File: src/hw/rtl/erm_div.sv
// erm_div: iterative restoring divider, one quotient bit per cycle
// no dependencies
module erm_div #(
  parameter int NUM_W = 26,
  parameter int DEN_W = 32
) (
  input  logic             clk,
  input  logic             rst_n,
  input  logic             go,
  input  logic [NUM_W-1:0] num,
  input  logic [DEN_W-1:0] den,
  output logic             done,
  output logic [NUM_W-1:0] quo
);

  localparam int CW = $clog2(NUM_W + 1);

  logic [NUM_W-1:0] q_r;
  logic [DEN_W-1:0] rem_r;
  logic [DEN_W-1:0] den_r;
  logic [CW-1:0]    cnt_r;
  logic             active_r;
  logic             done_r;

  logic [DEN_W:0]   trial;
  logic             ge;
  logic [DEN_W:0]   diff;

  assign trial = {rem_r, q_r[NUM_W-1]};
  assign ge    = trial >= {1'b0, den_r};
  assign diff  = trial - {1'b0, den_r};

  always_ff @(posedge clk) begin
    if (!rst_n) begin
      active_r <= 1'b0;
      done_r   <= 1'b0;
      cnt_r    <= '0;
    end else begin
      done_r <= 1'b0;
      if (go) begin
        active_r <= 1'b1;
        cnt_r    <= '0;
      end else if (active_r) begin
        cnt_r <= cnt_r + CW'(1);
        if (cnt_r == CW'(NUM_W - 1)) begin
          active_r <= 1'b0;
          done_r   <= 1'b1;
        end
      end
    end
  end

  always_ff @(posedge clk) begin
    if (go) begin
      q_r   <= num;
      rem_r <= '0;
      den_r <= den;
    end else if (active_r) begin
      q_r   <= {q_r[NUM_W-2:0], ge};
      rem_r <= ge ? DEN_W'(diff) : DEN_W'(trial);
    end
  end

  assign done = done_r;
  assign quo  = q_r;

endmodule

File: config.mk
export PLATFORM = sky130hd
export DESIGN_NAME = erm_div
export DESIGN_NICKNAME = d
export VERILOG_FILES = /design/src/hw/rtl/erm_div.sv
export SDC_FILE = /design/constraint.sdc
export NUM_CORES = 1
export LEC_CHECK = 0
export ABC_AREA = 0
export BUFFER_PORTS_ARGS = -buffer_cell sky130_fd_sc_hd__buf_2
export CAP_MARGIN = 20
export CORE_MARGIN = 3
export CORE_UTILIZATION = 62
export DETAILED_ROUTE_END_ITERATION = 12
export PLACE_DENSITY = 0.86
export SYNTH_ARGS = -nofsm -noshare
export SYNTH_HDL_FRONTEND = slang
export SYNTH_SLANG_ARGS = --single-unit
File: constraint.sdc
create_clock -name clk -period 4.75 [get_ports clk]
set_input_delay 0.95 -clock clk [delete_from_list [all_inputs] [get_ports clk]]
set_output_delay 0.95 -clock clk [all_outputs]
set_load 0.01 [all_outputs]
==> load_flow_metrics.sql <==
INSERT INTO impl_metrics (metric_group, metric, value, unit) VALUES
('sta', 'final_max_slew_viol_count', '0', ''),
('sta', 'timing.setup.tns', '0', 'ns'),
('sta', 'tightestPinTransition', '1.11', 'ns'),
('cts', 'ctsLongestPathBuffers', '2', ''),
('route', 'post_drt_wl_per_cell', '17.2', 'um'),
('cts', 'clock_sinks', '97', ''),
('min_path', 'hp-class', 'reg2reg', ''),
('route', 'dr_pass1_iterations', '5', ''),
('yosys', 'netlist_instances', '575', ''),
('grt', 'grtUsageTotal', '0.259', ''),
('yosys', 'synth-edff-count', '58', ''),
('cts', 'tritoncts', 'done', ''),
('worst_setup_path', 'worst_setup_path_end_kind', 'register', ''),
('route', 'post_detailed_route_via_to_cell_ratio', '6.03', ''),
('die', 'floorplan.io_pins', '88', ''),
('worst_setup_path', 'slowest_delay', '0.96', 'ns'),
('grt', 'grt_antenna_before_repair', '0', ''),
('worst_setup_path', 'worst_ep_required_time', '5.05', 'ns'),
('sta', 'finalSetupViolCount', '0', ''),
('die', 'initial_util', '0.649', ''),
('yosys', 'combined_area_of_all_synthesized_cells', '0.00575', 'mm^2'),
('sta', 'unrepaired_setup_endpoints_after_global_routing', 'no', ''),
('cts', 'ctsHoldBuffers', '0', ''),
('final_layout', 'share_of_cells_above_drive_strength_1', '0.228', ''),
('cts', 'root_buffer', 'clkbuf_8', ''),
('worst_setup_path', 'critPathArrivalTime', '3.86', 'ns'),
('route', 'remaining_drc_errors', '0', ''),
('yosys', 'post_synth_main_area_contributors', 'edfxtp_1, dfxtp_1, ha_1', ''),
('yosys', 'postSynthNetCount', '671', ''),
('yosys', 'synth-async-reset-ratio', '0', ''),
('sta', 'worst_clock_skew', '0.0138', 'ns'),
('yosys', 'post-synth-top-area-fraction', '0.303', ''),
('yosys', 'synth_seq_cells', '97', ''),
('route', 'totalWireLength', '13000', 'um'),
('final_layout', 'diodes', '0', ''),
('cts', 'post_cts_resized', '0', ''),
('final_layout', 'syn2layout_area_growth', '11.9', '%'),
('die', 'core_region_area', '0.00885', 'mm^2'),
('yosys', 'netlist-cell-type-count', '60', ''),
('sta', 'period_share', '0.749', ''),
('die', 'floorplan.die.width', '102', 'um'),
('placement', 'routabilityCongestion', '0.923', ''),
('final_layout', 'num-nets-final', '741', ''),
('cts', 'cts_made_buffers', '9', ''),
('placement', 'detailed_place_hpwl', '9470', 'um'),
('route', 'detail-route-antenna-nets', '0', ''),
('yosys', 'yosysWarningCount', '0', ''),
('worst_setup_path', 'timing.setup.critical_path_class', 'reg2reg', ''),
('pwr', 'power.leakage', '2.72', 'nW'),
('worst_setup_path', 'path_max_fanout', '18', ''),
('run_status', 'outcome', 'finished clean', ''),
('cts', 'cts_htree_levels', '3', ''),
('sta', 'final-hold-violation-count', '0', ''),
('cts', 'cts.clk_slew.worst_paths', '0.11', 'ns'),
('pwr', 'power_density', '342', 'mW/mm^2'),
('grt', 'global_route_wire_length_before_repair', '21300', 'um'),
('job', 'max_cap_viol_count', '0', ''),
('route', 'drt_first_iter_violations', '211', ''),
('yosys', 'ys_dominant_reg_cell', 'edfxtp_1', ''),
('placement', 'port-buffer-count', '87', ''),
('sta', 'period_needed', '3.56', 'ns'),
('yosys', 'netlist.top_cell.by_area', 'edfxtp_1', ''),
('die', 'die_height', '102', 'um'),
('pwr', 'max-vdd-ir-drop', '0.208', 'mV'),
('cts', 'insertion_delay_to_the_later_sink_of_the_worst_skew_pair', '0.39', 'ns'),
('placement', 'pre_cts_slack', '1.26', 'ns'),
('worst_setup_path', 'worstPathCellList', 'inv_1 -> ha_1 -> nand4_1 -> nor4_1 -> o21ai_1 -> a31oi_2 -> a21oi_2 -> o31ai_4 -> buf_4 -> o31ai_1 -> a31o_2', ''),
('sta', 'slew_headroom', '0.259', ''),
('cts', 'cts_setup_buffers', '0', ''),
('grt', 'number_of_global_route_vias_before_repair', '4535', ''),
('yosys', 'post_synthesis_area_per_instance', '9.99', 'um^2'),
('yosys', 'register_area_share_after_synthesis', '0.439', ''),
('final_layout', 'filler_cell_count', '650', ''),
('sta', 'final_critical_path_setup_slack', '1.19', 'ns'),
('sta', 'fmax', '281', 'MHz'),
('grt', 'largest_net_degree_at_the_start_of_global_routing', '57', ''),
('route', 'vias', '4572', ''),
('die', 'fp-row-count', '34', ''),
('grt', 'overflow', '0', ''),
('die', 'design.die.area', '0.0105', 'mm^2'),
('worst_setup_path', 'setup.worst_path.start_class', 'register', ''),
('worst_setup_path', 'crit_path_top_delay_cell', 'o31ai_4', '');
synthesized netlist by cell type (2+ instances only):
cell	count
or3_1	5
a21o_1	12
mux2i_1	23
and2_1	2
a21oi_1	34
nor2_1	50
o31ai_1	3
ha_1	34
a22o_1	2
o41ai_1	2
o21ai_0	13
a211oi_1	22
xor2_1	14
buf_6	3
o311a_1	4
buf_2	8
o211ai_1	4
a221o_1	2
dfxtp_1	39
nor2b_1	5
xnor2_1	16
nand4_1	17
a31oi_1	5
nand2_1	43
o21bai_1	3
a31oi_2	2
edfxtp_1	58
o21a_1	6
mux2_2	27
nor4_1	4
clkbuf_1	20
nand3_1	11
o21ai_1	3
a21boi_0	2
nand2b_1	2
inv_1	42
nor3_1	7
a31o_2	4
registers in the layout, summed over array words and instances (netlist names):
name      flops
den_r        32
rem_r        32
quo          26
cnt_r         5
active_r      1
done          1
layer usage:
layer,part of all wire,GRT usage,vias up
met4,0.019,0.0706,0
li1,-,-,2225
met2,0.50,0.441,142
met3,0.047,0.0635,25
met5,0,0,-
met1,0.43,0.330,2180
cells in the final DEF (no fill, tap or decap), types with 5 or more instances in the layout:
cell / instances
inv_1: 42
nand4_1: 17
nand3_1: 11
or3_1: 5
nand2_1: 43
a21o_1: 12
nor2_1: 50
o21ai_0: 13
mux2_2: 27
nor2b_1: 5
xor2_1: 14
buf_4: 5
clkbuf_8: 9
nor3_1: 7
edfxtp_1: 58
buf_2: 86
dfxtp_1: 38
o21a_1: 6
a21oi_1: 34
a211oi_1: 22
ha_1: 34
xnor2_1: 16
mux2i_1: 23
a31oi_1: 5
kinds of logic (layout without fill, tap and decap cells):
group / after synthesis / in the layout / synth area share
flops: 97 / 97 / 0.439
xor+xnor: 30 / 30 / 0.0457
mux: 50 / 50 / 0.0930
compound gates: 134 / 134 / 0.164
buf+inv: 76 / 151 / 0.0560
simple gates: 153 / 153 / 0.125
fa+ha+maj: 35 / 35 / 0.0775
cell type report:
class | count | area, um^2 | share of cell area
clock buffer | 9 | 124 | 0.0193
clock inverter | 7 | 90.1 | 0.0140
inverter | 43 | 161 | 0.0251
multi-input combinational | 402 | 2900 | 0.451
sequential | 97 | 2520 | 0.392
tap | 108 | 135 | 0.0210
timing repair buffer | 92 | 495 | 0.0770
critical path: cells and delay by family, from the launching register on:
kind / cells / cell delay (ns)
and+or+nand+nor: 2 / 0.44
adders and majority gates: 1 / 0.45
buffers and inverters: 2 / 0.42
DFF: 1 / 0.34
AOI/OAI and AO/OA: 6 / 1.83
metrics by stage:
stage / total power, mW / cell area (um^2) / utilization / hold WS, ns / cells
finish: 2.20 / 6430 / 0.727 / 0.519 / 758
global route: 2.30 / 6430 / 0.727 / 0.547 / 758
CTS: 2.19 / 6400 / 0.724 / 0.516 / 757
detailed placement: 1.60 / 6190 / 0.700 / 0.501 / 741
global placement: 1.58 / 6190 / 0.700 / 0.491 / 741
floorplan: 1.45 / 5750 / - / 0.467 / 575
worst paths after layout:
check                 from        end  slack (ns)  cells after the start
setup / recovery  den_r[9]  rem_r[31]        1.19                     11
hold / removal    rem_r[6]   rem_r[6]        0.52                      2
setup reg to reg  den_r[9]  rem_r[31]        1.19                     11
hold reg to reg   rem_r[6]   rem_r[6]        0.52                      2
where the power goes:
| group | switching (mW) | leakage [nW] | total, mW | internal, mW |
|---|---|---|---|---|
| sequential | 0.0445 | 0.896 | 1.01 | 0.970 |
| combinational | 0.337 | 1.71 | 0.584 | 0.247 |
| clock | 0.340 | 0.111 | 0.600 | 0.260 |
(Power assumes the default switching activity.)
